## src/rtl/skseq_pkg.sv

```systemverilog
// Shared types and constants for the sprite keyframe sequencer.
`default_nettype none

package skseq_pkg;

    // Field and datapath widths
    localparam int TIME_W     = 32;
    localparam int SPRITE_W   = 16;
    localparam int DELTA_W    = 24;
    localparam int KIDX_W     = 4;
    localparam int MODE_W     = 2;
    localparam int KCNT_W     = 5;
    localparam int RT_W       = 33;   // running time, kept below 2 * duration
    localparam int SUM_W      = 34;   // running time plus one step
    localparam int S_TDATA_W  = 80;
    localparam int M_TDATA_W  = 48;
    localparam int CFG_IDX_W  = 2;
    localparam int CFG_DATA_W = 32;

    // Restoring modulo: one quotient bit per cycle
    localparam int DIV_STEPS = SUM_W;
    localparam int DIV_CNT_W = 6;

    // Loop modes (code 3 behaves like looping)
    localparam logic [MODE_W-1:0] MODE_HOLD     = 2'd0;
    localparam logic [MODE_W-1:0] MODE_PINGPONG = 2'd1;
    localparam logic [MODE_W-1:0] MODE_LOOP     = 2'd2;

    // Configuration register indexes
    localparam logic [CFG_IDX_W-1:0] CFG_LOOP_MODE = 2'd0;
    localparam logic [CFG_IDX_W-1:0] CFG_DURATION  = 2'd1;
    localparam logic [CFG_IDX_W-1:0] CFG_KF_COUNT  = 2'd2;

    // Item kinds
    localparam logic KIND_ADVANCE = 1'b0;
    localparam logic KIND_LOAD    = 1'b1;

    // Reset values of the configuration registers
    localparam logic [MODE_W-1:0] RST_LOOP_MODE = MODE_LOOP;
    localparam logic [TIME_W-1:0] RST_DURATION  = 32'd65536;
    localparam logic [KCNT_W-1:0] RST_KF_COUNT  = 5'd1;

    // Sequencer states
    typedef enum logic [2:0] {
        ST_IDLE,
        ST_PREP,
        ST_DIV,
        ST_MAP,
        ST_LAUNCH,
        ST_SEARCH,
        ST_HOLD
    } state_t;

    // Search wave passed from cell to cell
    typedef struct packed {
        logic                valid;
        logic                found;
        logic [SPRITE_W-1:0] sprite;
    } srch_t;

endpackage

`default_nettype wire

```

## src/rtl/skseq_cell.sv

```systemverilog
// One keyframe slot: stores start and sprite, and takes part in the search wave.
`default_nettype none

module skseq_cell #(
    parameter int IDX = 0,
    parameter int IW  = 4
) (
    input  wire                          clk,
    input  wire                          rst_n,
    input  wire                          wr_en,
    input  wire [skseq_pkg::TIME_W-1:0]  wr_start,
    input  wire [skseq_pkg::SPRITE_W-1:0] wr_sprite,
    input  wire [skseq_pkg::TIME_W-1:0]  t,
    input  wire [IW-1:0]                 last_idx,
    input  skseq_pkg::srch_t             link_in,
    output skseq_pkg::srch_t             link_out
);
    import skseq_pkg::*;

    localparam logic [IW-1:0] MY_IDX = IW'(IDX);

    logic [TIME_W-1:0]   start_reg;
    logic [SPRITE_W-1:0] sprite_reg;
    logic                valid_reg;
    logic                valid_next;
    logic                found_reg;
    logic                found_next;
    logic [SPRITE_W-1:0] link_sprite_reg;
    logic [SPRITE_W-1:0] link_sprite_next;
    logic                take;

    // Slot storage, written by load items only
    always_ff @(posedge clk)
    begin
        if (wr_en)
        begin
            start_reg  <= wr_start;
            sprite_reg <= wr_sprite;
        end
    end

    // First active slot at or after t wins; the last active slot is the fallback
    always_comb
    begin
        take = link_in.valid && !link_in.found && (MY_IDX <= last_idx)
               && ((start_reg >= t) || (MY_IDX == last_idx));
        valid_next       = link_in.valid;
        found_next       = link_in.found | take;
        link_sprite_next = take ? sprite_reg : link_in.sprite;
    end

    // Wave valid bit
    always_ff @(posedge clk or negedge rst_n)
    begin
        if (!rst_n)
        begin
            valid_reg <= 1'b0;
        end
        else
        begin
            valid_reg <= valid_next;
        end
    end

    // Wave payload
    always_ff @(posedge clk)
    begin
        found_reg       <= found_next;
        link_sprite_reg <= link_sprite_next;
    end

    assign link_out = '{valid: valid_reg, found: found_reg, sprite: link_sprite_reg};

endmodule

`default_nettype wire

```

## src/rtl/skseq_mod.sv

```systemverilog
// Iterative restoring modulo unit: remainder of a 34-bit value by a 33-bit divisor.
`default_nettype none

module skseq_mod (
    input  wire                          clk,
    input  wire                          rst_n,
    input  wire                          start,
    input  wire [skseq_pkg::SUM_W-1:0]   dividend,
    input  wire [skseq_pkg::RT_W-1:0]    divisor,
    output logic                         done,
    output logic [skseq_pkg::RT_W-1:0]   rem
);
    import skseq_pkg::*;

    logic                 busy_reg;
    logic                 busy_next;
    logic                 done_reg;
    logic                 done_next;
    logic [DIV_CNT_W-1:0] cnt_reg;
    logic [DIV_CNT_W-1:0] cnt_next;
    logic [SUM_W-1:0]     dvd_reg;
    logic [RT_W-1:0]      dsr_reg;
    logic [RT_W-1:0]      rem_reg;
    logic [SUM_W-1:0]     trial;
    logic [SUM_W-1:0]     diff;
    logic [RT_W-1:0]      rem_step;

    // One shift-and-subtract step; the remainder stays below a nonzero divisor
    always_comb
    begin
        trial    = {rem_reg, dvd_reg[SUM_W-1]};
        diff     = trial - {1'b0, dsr_reg};
        rem_step = (trial >= {1'b0, dsr_reg}) ? diff[RT_W-1:0] : trial[RT_W-1:0];
    end

    // Step counter and completion pulse
    always_comb
    begin
        busy_next = busy_reg;
        cnt_next  = cnt_reg;
        done_next = 1'b0;
        if (start)
        begin
            busy_next = 1'b1;
            cnt_next  = '0;
        end
        else if (busy_reg)
        begin
            cnt_next = cnt_reg + 1'b1;
            if (cnt_reg == DIV_CNT_W'(DIV_STEPS - 1))
            begin
                busy_next = 1'b0;
                done_next = 1'b1;
            end
        end
    end

    always_ff @(posedge clk or negedge rst_n)
    begin
        if (!rst_n)
        begin
            busy_reg <= 1'b0;
            done_reg <= 1'b0;
            cnt_reg  <= '0;
        end
        else
        begin
            busy_reg <= busy_next;
            done_reg <= done_next;
            cnt_reg  <= cnt_next;
        end
    end

    // Operand and remainder registers
    always_ff @(posedge clk)
    begin
        if (start)
        begin
            dvd_reg <= dividend;
            dsr_reg <= divisor;
            rem_reg <= '0;
        end
        else if (busy_reg)
        begin
            dvd_reg <= {dvd_reg[SUM_W-2:0], 1'b0};
            rem_reg <= rem_step;
        end
    end

    assign done = done_reg;
    assign rem  = rem_reg;

endmodule

`default_nettype wire

```

## src/rtl/sprite_keyframe_sequencer_top.sv

```systemverilog
// Sprite keyframe sequencer: time update, loop mapping and keyframe search.
//
// One item at a time. A load item writes its slot on acceptance; an advance item adds
// its step to the running time. Either way one result follows with the mapped time and
// the sprite of the first active slot whose start is at or after it (or the last active
// slot). In ping-pong and looping modes the time passes a 34-step restoring modulo unit;
// in play-to-end mode, or with zero duration, the modulo is skipped. The search wave
// moves one keyframe cell per cycle down the chain of MAX_KEYFRAMES cells. A finished
// result waits in the output register while the next item is taken. Configuration
// writes are always ready and must only happen while the block is idle.
`default_nettype none

module sprite_keyframe_sequencer_top #(
    parameter int MAX_KEYFRAMES = 16
) (
    input  wire                                clk,
    input  wire                                rst_n,
    // Input items
    input  wire                                s_tvalid,
    output logic                               s_tready,
    // delta_time[23:0], key_index[27:24], key_start[59:28], key_sprite[75:60], zeros
    input  wire [skseq_pkg::S_TDATA_W-1:0]     s_tdata,
    // kind[0]
    input  wire                                s_tuser,
    // Results
    output logic                               m_tvalid,
    input  wire                                m_tready,
    // sprite_id[15:0], clamped_time[47:16]
    output logic [skseq_pkg::M_TDATA_W-1:0]    m_tdata,
    // Configuration writes
    input  wire                                cfg_valid,
    output logic                               cfg_ready,
    input  wire [skseq_pkg::CFG_IDX_W-1:0]     cfg_index,
    input  wire [skseq_pkg::CFG_DATA_W-1:0]    cfg_data
);
    import skseq_pkg::*;

    localparam int IW = (MAX_KEYFRAMES > 1) ? $clog2(MAX_KEYFRAMES) : 1;

    // Configuration registers
    logic [MODE_W-1:0] loop_mode_reg;
    logic [TIME_W-1:0] duration_reg;
    logic [KCNT_W-1:0] kf_count_reg;

    // Control
    state_t            state_reg;
    state_t            state_next;
    logic              s_accept;
    logic              cfg_accept;
    logic              need_div;
    logic              div_start;
    logic              map_en;
    logic              inject;
    logic              res_capture;
    logic              out_load;
    logic              out_free;

    // Item and datapath
    logic                kind_reg;
    logic [DELTA_W-1:0]  delta_reg;
    logic [RT_W-1:0]     rt_reg;
    logic [RT_W-1:0]     rt_next;
    logic [TIME_W-1:0]   t_reg;
    logic [TIME_W-1:0]   t_next;
    logic [SPRITE_W-1:0] res_sprite_reg;
    logic                out_valid_reg;
    logic [SPRITE_W-1:0] out_sprite_reg;
    logic [TIME_W-1:0]   out_time_reg;
    logic [SUM_W-1:0]    sum;
    logic [SUM_W-1:0]    clamp_src;
    logic [SUM_W-1:0]    clamped;
    logic [RT_W-1:0]     two_d;
    logic [RT_W-1:0]     mod_rem;
    logic                mod_done;
    logic                rem_ge;
    logic [RT_W-1:0]     rem_minus_d;
    logic [RT_W-1:0]     mirror;
    logic [IW-1:0]       last_idx;

    // Input field views
    logic [KIDX_W-1:0]   key_index;
    logic [TIME_W-1:0]   key_start;
    logic [SPRITE_W-1:0] key_sprite;

    // Search chain
    srch_t               link [MAX_KEYFRAMES+1];

    assign key_index  = s_tdata[27:24];
    assign key_start  = s_tdata[59:28];
    assign key_sprite = s_tdata[75:60];

    assign s_accept   = s_tvalid && s_tready;
    assign cfg_ready  = 1'b1;
    assign cfg_accept = cfg_valid && cfg_ready;
    assign out_free   = !out_valid_reg || m_tready;
    assign need_div   = (loop_mode_reg != MODE_HOLD) && (duration_reg != '0);

    // Configuration register writes
    always_ff @(posedge clk or negedge rst_n)
    begin
        if (!rst_n)
        begin
            loop_mode_reg <= RST_LOOP_MODE;
            duration_reg  <= RST_DURATION;
            kf_count_reg  <= RST_KF_COUNT;
        end
        else if (cfg_accept)
        begin
            unique case (cfg_index)
                CFG_LOOP_MODE: loop_mode_reg <= cfg_data[MODE_W-1:0];
                CFG_DURATION:  duration_reg  <= cfg_data[TIME_W-1:0];
                CFG_KF_COUNT:  kf_count_reg  <= cfg_data[KCNT_W-1:0];
                default:       ;
            endcase
        end
    end

    // Last slot in the search: count clamped to 1..MAX_KEYFRAMES
    always_comb
    begin
        if (kf_count_reg == '0)
        begin
            last_idx = '0;
        end
        else if (32'(kf_count_reg) > MAX_KEYFRAMES)
        begin
            last_idx = IW'(MAX_KEYFRAMES - 1);
        end
        else
        begin
            last_idx = IW'(kf_count_reg - 5'd1);
        end
    end

    // Next state
    always_comb
    begin
        state_next = state_reg;
        unique case (state_reg)
            ST_IDLE:   if (s_accept) state_next = ST_PREP;
            ST_PREP:   state_next = need_div ? ST_DIV : ST_MAP;
            ST_DIV:    if (mod_done) state_next = ST_MAP;
            ST_MAP:    state_next = ST_LAUNCH;
            ST_LAUNCH: state_next = ST_SEARCH;
            ST_SEARCH: if (link[MAX_KEYFRAMES].valid) state_next = ST_HOLD;
            ST_HOLD:   if (out_free) state_next = ST_IDLE;
            default:   state_next = ST_IDLE;
        endcase
    end

    // State outputs
    always_comb
    begin
        s_tready    = 1'b0;
        div_start   = 1'b0;
        map_en      = 1'b0;
        inject      = 1'b0;
        res_capture = 1'b0;
        out_load    = 1'b0;
        unique case (state_reg)
            ST_IDLE:   s_tready    = 1'b1;
            ST_PREP:   div_start   = need_div;
            ST_DIV:    ;
            ST_MAP:    map_en      = 1'b1;
            ST_LAUNCH: inject      = 1'b1;
            ST_SEARCH: res_capture = link[MAX_KEYFRAMES].valid;
            ST_HOLD:   out_load    = out_free;
            default:   ;
        endcase
    end

    always_ff @(posedge clk or negedge rst_n)
    begin
        if (!rst_n)
        begin
            state_reg <= ST_IDLE;
        end
        else
        begin
            state_reg <= state_next;
        end
    end

    // Item registers
    always_ff @(posedge clk)
    begin
        if (s_accept)
        begin
            kind_reg  <= s_tuser;
            delta_reg <= s_tdata[DELTA_W-1:0];
        end
    end

    // Running time plus step (advance) or running time alone (load)
    always_comb
    begin
        sum       = {1'b0, rt_reg} + SUM_W'(delta_reg);
        clamp_src = (kind_reg == KIND_ADVANCE) ? sum : {1'b0, rt_reg};
    end

    skseq_mod u_mod (
        .clk      (clk),
        .rst_n    (rst_n),
        .start    (div_start),
        .dividend (clamp_src),
        .divisor  (two_d),
        .done     (mod_done),
        .rem      (mod_rem)
    );

    // Map to [0, duration]: clamp, wrap, or mirror on odd periods
    always_comb
    begin
        two_d       = {duration_reg, 1'b0};
        clamped     = (clamp_src > SUM_W'(duration_reg)) ? SUM_W'(duration_reg) : clamp_src;
        rem_ge      = mod_rem >= RT_W'(duration_reg);
        rem_minus_d = mod_rem - RT_W'(duration_reg);
        mirror      = two_d - mod_rem;
        rt_next     = rt_reg;
        t_next      = '0;
        if (duration_reg == '0)
        begin
            if (kind_reg == KIND_ADVANCE)
            begin
                rt_next = '0;
            end
        end
        else if (loop_mode_reg == MODE_HOLD)
        begin
            t_next = clamped[TIME_W-1:0];
            if (kind_reg == KIND_ADVANCE)
            begin
                rt_next = clamped[RT_W-1:0];
            end
        end
        else
        begin
            if (!rem_ge)
            begin
                t_next = mod_rem[TIME_W-1:0];
            end
            else if (loop_mode_reg == MODE_PINGPONG)
            begin
                t_next = mirror[TIME_W-1:0];
            end
            else
            begin
                t_next = rem_minus_d[TIME_W-1:0];
            end
            if (kind_reg == KIND_ADVANCE)
            begin
                rt_next = mod_rem;
            end
        end
    end

    always_ff @(posedge clk or negedge rst_n)
    begin
        if (!rst_n)
        begin
            rt_reg <= '0;
        end
        else if (map_en)
        begin
            rt_reg <= rt_next;
        end
    end

    always_ff @(posedge clk)
    begin
        if (map_en)
        begin
            t_reg <= t_next;
        end
    end

    // Keyframe cell chain
    assign link[0] = '{valid: inject, found: 1'b0, sprite: '0};

    for (genvar i = 0; i < MAX_KEYFRAMES; i++)
    begin : g_cell
        logic wr_en;

        assign wr_en = s_accept && (s_tuser == KIND_LOAD) && (32'(key_index) == i);

        skseq_cell #(
            .IDX (i),
            .IW  (IW)
        ) u_cell (
            .clk       (clk),
            .rst_n     (rst_n),
            .wr_en     (wr_en),
            .wr_start  (key_start),
            .wr_sprite (key_sprite),
            .t         (t_reg),
            .last_idx  (last_idx),
            .link_in   (link[i]),
            .link_out  (link[i+1])
        );
    end

    // Search result
    always_ff @(posedge clk)
    begin
        if (res_capture)
        begin
            res_sprite_reg <= link[MAX_KEYFRAMES].sprite;
        end
    end

    // Output register
    always_ff @(posedge clk or negedge rst_n)
    begin
        if (!rst_n)
        begin
            out_valid_reg <= 1'b0;
        end
        else if (out_load)
        begin
            out_valid_reg <= 1'b1;
        end
        else if (m_tready)
        begin
            out_valid_reg <= 1'b0;
        end
    end

    always_ff @(posedge clk)
    begin
        if (out_load)
        begin
            out_sprite_reg <= res_sprite_reg;
            out_time_reg   <= t_reg;
        end
    end

    assign m_tvalid = out_valid_reg;
    assign m_tdata  = {out_time_reg, out_sprite_reg};

endmodule

`default_nettype wire

```

## config.mk

```make
export PLATFORM = sky130hd
export DESIGN_NAME = sprite_keyframe_sequencer_top
export DESIGN_NICKNAME = d
export VERILOG_FILES = /design/src/rtl/skseq_pkg.sv /design/src/rtl/skseq_cell.sv /design/src/rtl/skseq_mod.sv /design/src/rtl/sprite_keyframe_sequencer_top.sv
export SDC_FILE = /design/constraint.sdc
export NUM_CORES = 2
export LEC_CHECK = 0
export ABC_CLOCK_PERIOD_IN_PS = 18100
export BUFFER_PORTS_ARGS = -buffer_cell sky130_fd_sc_hd__buf_2
export CAP_MARGIN = 10
export CORE_UTILIZATION = 25
export DETAILED_ROUTE_END_ITERATION = 10
export GPL_ROUTABILITY_DRIVEN = 0
export GPL_TIMING_DRIVEN = 0
export PLACE_DENSITY = 0.36
export SYNTH_ARGS = -nofsm -noshare
export SYNTH_HDL_FRONTEND = slang
export SYNTH_SLANG_ARGS = --single-unit
```

## constraint.sdc

```tcl
create_clock -name clk -period 18.1 [get_ports clk]
set_input_delay 1.81 -clock clk [delete_from_list [all_inputs] [get_ports clk]]
set_output_delay 1.81 -clock clk [all_outputs]
set_load 0.1 [all_outputs]
```

==> Yosys cells after proc, flatten, opt, wreduce, memory -nomap -nowiden <==
Index checks and enable logic that the tools add are counted.
{ "classes": {"add_sub_neg": 6, "mul": 0, "div_mod_pow": 0, "n_lt_le_gt_ge": 36, "eq_ne": 44, "n_shift": 0, "muxes": 52, "bitwise": 15, "n_reduce_logical": 115} }
{ "ops": {"columns": ["cell", "count"], "rows": [
  ["$ge A32 B32 Y1", 16],
  ["$mux W16", 15],
  ["$mux W33", 7],
  ["$mux W34", 3],
  ["$mux W32", 3],
  ["$logic_and A1 B1 Y1", 66],
  ["$sub A32 B32 Y32", 2],
  ["$add A33 B24 Y34", 1],
  ["$ge A34 B33 Y1", 1],
  ["$gt A34 B32 Y1", 1],
  ["$ge A33 B32 Y1", 1],
  ["$sub A33 B33 Y33", 1],
  ["$eq A4 B4 Y1 const A", 8],
  ["$eq A4 B4 Y1 const B", 8],
  ["$le A4 B4 Y1 const A", 8],
  ["$logic_not A32 Y1", 1],
  ["$reduce_bool A32 Y1", 1],
  ["$pmux W3 S7", 1],
  ["$logic_or A1 B1 Y1", 17],
  ["$eq A3 B4 Y1 const A", 4],
  ["$eq A4 B3 Y1 const B", 4],
  ["$le A3 B4 Y1 const A", 4],
  ["$logic_not A1 Y1", 16],
  ["$mux W1", 15],
  ["29 further kinds", 64]
]} }
{ "totals": {"ff_bits": 1359, "latchBits": 0, "ramBits": 0, "mem_bits_ro": 0, "in_bits": 120, "out_inout_bits": 51, "elab_cells": 365, "n_memories": 0} }

==> Logic depth before layout (Yosys ltp) <==
{ "logic_depth": {"depth_word": 7, "ltp_mapped": 24, "depth_no_buf": 21} }

==> Hierarchy <==
A second synthesis with hierarchy kept.
{ "hier_totals": {"hier_cells": 5282, "area_unflattened_um2": 65725.5} }
{ "modules_own_cells": {"columns": ["mod", "instances", "cells_each", "area_per_inst_um2", "seq_area_each_um2"], "rows": [
  ["sprite_keyframe_sequencer_top", 1, 1550, 14716.6, 5539.1],
  ["skseq_mod", 1, 633, 6301.0, 2872.8],
  ["skseq_cell at g_cell[14].u_cell", 1, 203, 2946.6, 1806.7],
  ["skseq_cell at g_cell[1].u_cell", 1, 204, 2945.3, 1806.7],
  ["skseq_cell at g_cell[3].u_cell", 1, 204, 2941.6, 1806.7],
  ["skseq_cell at g_cell[5].u_cell", 1, 201, 2929.1, 1806.7],
  ["skseq_cell at g_cell[7].u_cell", 1, 202, 2929.1, 1806.7],
  ["skseq_cell at g_cell[2].u_cell", 1, 204, 2907.8, 1806.7],
  ["skseq_cell at g_cell[11].u_cell", 1, 203, 2906.5, 1806.7],
  ["skseq_cell at g_cell[6].u_cell", 1, 200, 2905.3, 1806.7],
  ["skseq_cell at g_cell[9].u_cell", 1, 199, 2902.8, 1806.7],
  ["skseq_cell at g_cell[4].u_cell", 1, 204, 2901.5, 1806.7],
  ["skseq_cell at g_cell[0].u_cell", 1, 204, 2895.3, 1806.7],
  ["skseq_cell at g_cell[10].u_cell", 1, 205, 2891.5, 1806.7],
  ["4 more rows", null, null, null, null]
]} }

==> Worst setup path before layout <==
No wires, ideal clock.
{ "synth_path": {"path_type": "register to register", "start": "reg state_reg[2]", "end": "reg g_cell[0].u_cell.sprite_reg[0] (enable)", "setup_ns": 0.513, "arrival_ns": 7.453, "required_ns": 17.587, "path_slack_ns": 10.134, "stages_incl_launch_ff": 7, "n_path_buf": 1, "synth_period_minus_slack_ns": 7.966, "cell_sequence": "dfrtp_1 -> clkbuf_1 -> nor3_1 -> and2_1 -> nand2_1 -> or3_1 -> nor3_1"} }
{ "synth_via": {"elab_chain_cells": 5} }
{ "synth_lines": {"columns": ["item", "line", "text"], "rows": [
  ["start, declared", "sprite_keyframe_sequencer_top.sv:46", "state_t state_reg;"],
  ["start signal, assigned", "sprite_keyframe_sequencer_top.sv:180", "state_reg <= state_next;"],
  ["$logic_not A3 Y1", "sprite_keyframe_sequencer_top.sv:160", "unique case (state_reg)"],
  ["$mux W1", "sprite_keyframe_sequencer_top.sv:160", null],
  ["named net s_tready", "sprite_keyframe_sequencer_top.sv:20", "output logic s_tready,"],
  ["$logic_and A1 B1 Y1", "sprite_keyframe_sequencer_top.sv:92", "assign s_accept = s_tvalid && s_tready;"],
  ["named net s_accept", "sprite_keyframe_sequencer_top.sv:48", "logic s_accept;"],
  ["$logic_and A1 B1 Y1 (2 in series)", "sprite_keyframe_sequencer_top.sv:284", "assign wr_en = s_accept && (s_tuser == KIND_LOAD) && (32'(key_index) == i);"],
  ["named net g_cell[0].u_cell.wr_en", "skseq_cell.sv:10", "input wire wr_en,"],
  ["end signal, assigned", "skseq_cell.sv:38", "sprite_reg <= wr_sprite;"],
  ["end, declared", "skseq_cell.sv:23", "logic [SPRITE_W-1:0] sprite_reg;"]
]} }
The timed path passes the listed nets, and every way through them passes these cells.
A chain may end at the register's enable or synchronous reset.

==> Worst setup path in the final report <==
{ "layout_path": {"start": "reg rt_reg[6]", "end": "reg t_reg[13], data pin"} }
{ "layout_via": {"elab_chain_cells": 5} }
{ "layout_lines": {"columns": ["item", "line", "text"], "rows": [
  ["start, declared", "sprite_keyframe_sequencer_top.sv:61", "logic [RT_W-1:0] rt_reg;"],
  ["start signal, assigned", "sprite_keyframe_sequencer_top.sv:265", "rt_reg <= rt_next;"],
  ["$add A33 B24 Y34", "sprite_keyframe_sequencer_top.sv:197", "sum = {1'b0, rt_reg} + SUM_W'(delta_reg);"],
  ["$mux W34 *", "sprite_keyframe_sequencer_top.sv:198", "clamp_src = (kind_reg == KIND_ADVANCE) ? sum : {1'b0, rt_reg};"],
  ["$gt A34 B32 Y1", "sprite_keyframe_sequencer_top.sv:215", "clamped = (clamp_src > SUM_W'(duration_reg)) ? SUM_W'(duration_reg) : clamp_src;"],
  ["$mux W33 *", "sprite_keyframe_sequencer_top.sv:215", null],
  ["$mux W32 *", "sprite_keyframe_sequencer_top.sv:228", "else if (loop_mode_reg == MODE_HOLD)"],
  ["end signal, assigned", "sprite_keyframe_sequencer_top.sv:273", "t_reg <= t_next;"],
  ["end, declared", "sprite_keyframe_sequencer_top.sv:63", "logic [TIME_W-1:0] t_reg;"]
]} }
Mark *: on every way between the ends. The rest lies on a longest branch, timed or not.

==> results.txt <==
Area Growth Syn to Fin: 18.4%
Clk Tree Root Cell: clkbuf_16
slew at the pin closest to its max-slew limit: 1.25 ns
fmax: 0.145 GHz
Worst Path Max Fanout: 10
Num CTS Buffers: 163
post-CTS sizing: 0
final wirelength: 200000 um
cell area after layout: 73000 sq um
Yosys top cell by area: edfxtp_1
Total GRT Usage: 15.9%
Worst Hold Class: flop to flop
Post-synth ARST share: 7.54%
CTS Sinks: 1327
Rel. slew slack: 16.4%
hold_buf cts: 0
Mapped Area: 61700 sq um
fin. max-slew vios: 0
die height: 499 um
Clk Latency, worst-skew pair: 0.81 ns
number of synthesis warnings: 0
min cycle time layout: 6.88 ns
Synth top cells by count: edfxtp_1, ha_1, dfxtp_1, a21oi_1, nand2_1
RSZ-0062 raised after global routing: no
max incr delay on CP: 0.71 ns
status: completed
Final Hold Fails: 0
die area: 249000 sq um
core area: 244000 sq um
Clock Skew: 0.0507 ns
FP Rows: 181
CTS tree: built
Clock Tree Buf Depth: 3
Post-synth EDFFs: 923
1st-iter DRT viols: 2274
MaxCap Viol Count: 0
type of origin of the critical path: flop
Finish-stage setup viols: 0
drt first pass iters: 7
Synth top area share: 44.9%
count leader, synth: edfxtp_1
filler cell count: 24700
Initial Util: 25.2%
final setup TNS: 0 ns
CP required: 18.61 ns
total gr overflow: 0
register-to-register setup slack: 11.22 ns
first-pass GRT wire length: 288000 um
Residual DRC: 0
Syn Nets: 5447
CP max-delay cell: a221oi_1
period utilization: 38.0%
Synth Instances: 4690
delay-heaviest family, CP: compound AO/OA/AOI/OAI gates
routed len/inst: 23.8 um
Die Width: 499 um
max FFs per register: 480
I/O Buffers: 165
CTS HTree Levels: 4
vias in the first global route: 40100
Via-to-Cell Ratio: 4.67
Post-CTS Setup Inserts: 0
dpl cell area: 67600 sq um
total power draw: 11.7 mW
Bufs and invs on worst path: 2
peak supply drop: 76.7 uV
post-route ant nets: 0
register area: 36300 sq um
Pwr per Cell Area: 160 nW/um^2
sequential element share of the synthesized area: 58.9%
Post-DP HPWL: 146000 um
I/O pin cnt: 171
via count: 39300
most frequent CP cell: ha_1
FF+latch count, synth: 1327
largest net degree at the start of global routing: 75
layout cells sized above 1: 15.6%
critical path, cell by cell: ha_1, a2111oi_0, o21ai_1, a221oi_4, a2111oi_2, nor3_4, a21boi_1, nand2_1, xor2_1, inv_1, ha_1, nand4_1, nor2_1, nand3_1, nor4_1, a21oi_1, o21a_1, nor2_4, buf_4, mux2i_1, a221oi_1
CP Capture Type: flop
Netlist cell types: 95
initial antenna violation count: 31
dominant cells by area after synthesis: edfxtp_1, ha_1, dfxtp_1
area of the multi-input gates: 24300 sq um
critical path arrival: 7.39 ns
Clock Pin Slew Worst Setup and Hold Paths: 0.06 ns
CP Class: flop to flop
Top FF cell, synth: edfxtp_1
Leak Pwr: 29.0 nW
Nets: 5841
Avg Cell Area, Syn: 13.2 sq um
## report_power, final
group / leakage [nW] / switching [mW] / total (mW) / internal, mW
combinational: 14.2 / 2.69 / 4.31 / 1.62
sequential: 12.1 / 0.367 / 4.12 / 3.76
clock: 2.62 / 1.38 / 3.27 / 1.90
## cells by family after synthesis
group                    Yosys count  synth area share, %
XOR/XNOR                         107                 1.52
multiplexers                     334                 6.00
adder cells (fa/ha/maj)          637                 13.0
AND/OR/NAND/NOR                  886                 7.17
AO/OA/AOI/OAI                   1084                 11.5
buffers and inverters            314                 2.03
flip-flops                      1327                 58.9
other                              1              0.00608
## per-stage QoR
step | hold WS (ns) | utilization (%) | worst slack [ns] | cells
global placement | 0.351 | 27.2 | 6.18 | 8057
global route | 0.385 | 29.9 | 10.89 | 8429
floorplan | 0.345 | - | 10.13 | 4690
detailed placement | 0.355 | 27.7 | 10.73 | 8119
CTS | 0.368 | 29.9 | 10.72 | 8425
finish | 0.366 | 29.9 | 11.22 | 8433
## worst reg2reg max path: cells and delay by family (launching register included)
| family | cells | cell delay, ns |
|---|---|---|
| AND/OR/NAND/NOR | 7 | 1.91 |
| AO/OA/AOI/OAI | 8 | 2.63 |
| buffers and inverters | 2 | 0.37 |
| flip-flops | 1 | 0.45 |
| adder cells (fa/ha/maj) | 2 | 0.71 |
| XOR/XNOR | 1 | 0.39 |
| multiplexers | 1 | 0.13 |
## layer usage
layer	up-vias	global-route usage [%]	part of all wire (%)	wire length, um
met5	-	0	0.045	90
li1	18700	-	-	-
met4	16	3.81	2.1	4260
met2	729	26.1	46	92600
met1	19600	22.0	48	96700
met3	265	2.29	3.4	6750
## final cells by class
type | instances | area share (%)
Clock buffer | 237 | 6.27
Inverter | 194 | 0.997
Timing Repair Buffer | 229 | 2.46
Buffer | 120 | 0.716
Antenna cell | 6 | 0.0206
Sequential cell | 1327 | 49.7
Clock inverter | 69 | 1.09
Multi-Input combinational cell | 3049 | 33.2
Tap cell | 3202 | 5.49
## placed cells by master, fill, tap and decap left out, types with 25 or more instances in the layout
cell / instances
edfxtp_1: 923
ha_1: 633
dfxtp_1: 304
a21oi_1: 283
nand2_1: 269
mux2_2: 266
o21ai_0: 205
a21o_1: 204
inv_1: 193
buf_2: 177
clkbuf_16: 164
nor2_1: 149
clkbuf_1: 143
dfrtp_1: 97
nand4_1: 93
nand2b_1: 60
xnor2_1: 58
nor3_1: 57
nor2b_1: 51
xor2_1: 49
mux2i_1: 48
a211oi_1: 40
nand3_1: 40
o211ai_1: 34
o21ai_1: 34
a31oi_1: 32
buf_6: 29
o21a_1: 27
buf_12: 27
and2_1: 26
o22ai_1: 25
## path summary, 6_finish.rpt
| path | from | endpoint | cells after the start |
|---|---|---|---|
| min | g_cell[3].u_cell.valid_reg | g_cell[4].u_cell.valid_reg | 0 |
| max | rt_reg[6] | t_reg[13] | 21 |
| min reg2reg | g_cell[3].u_cell.valid_reg | g_cell[4].u_cell.valid_reg | 0 |
| max reg2reg | rt_reg[6] | t_reg[13] | 21 |
| max in group asynchronous | rst_n | kf_count_reg[0] | 2 |
| min in group asynchronous | rst_n | duration_reg[28] | 1 |
(Power assumes the default switching activity.)
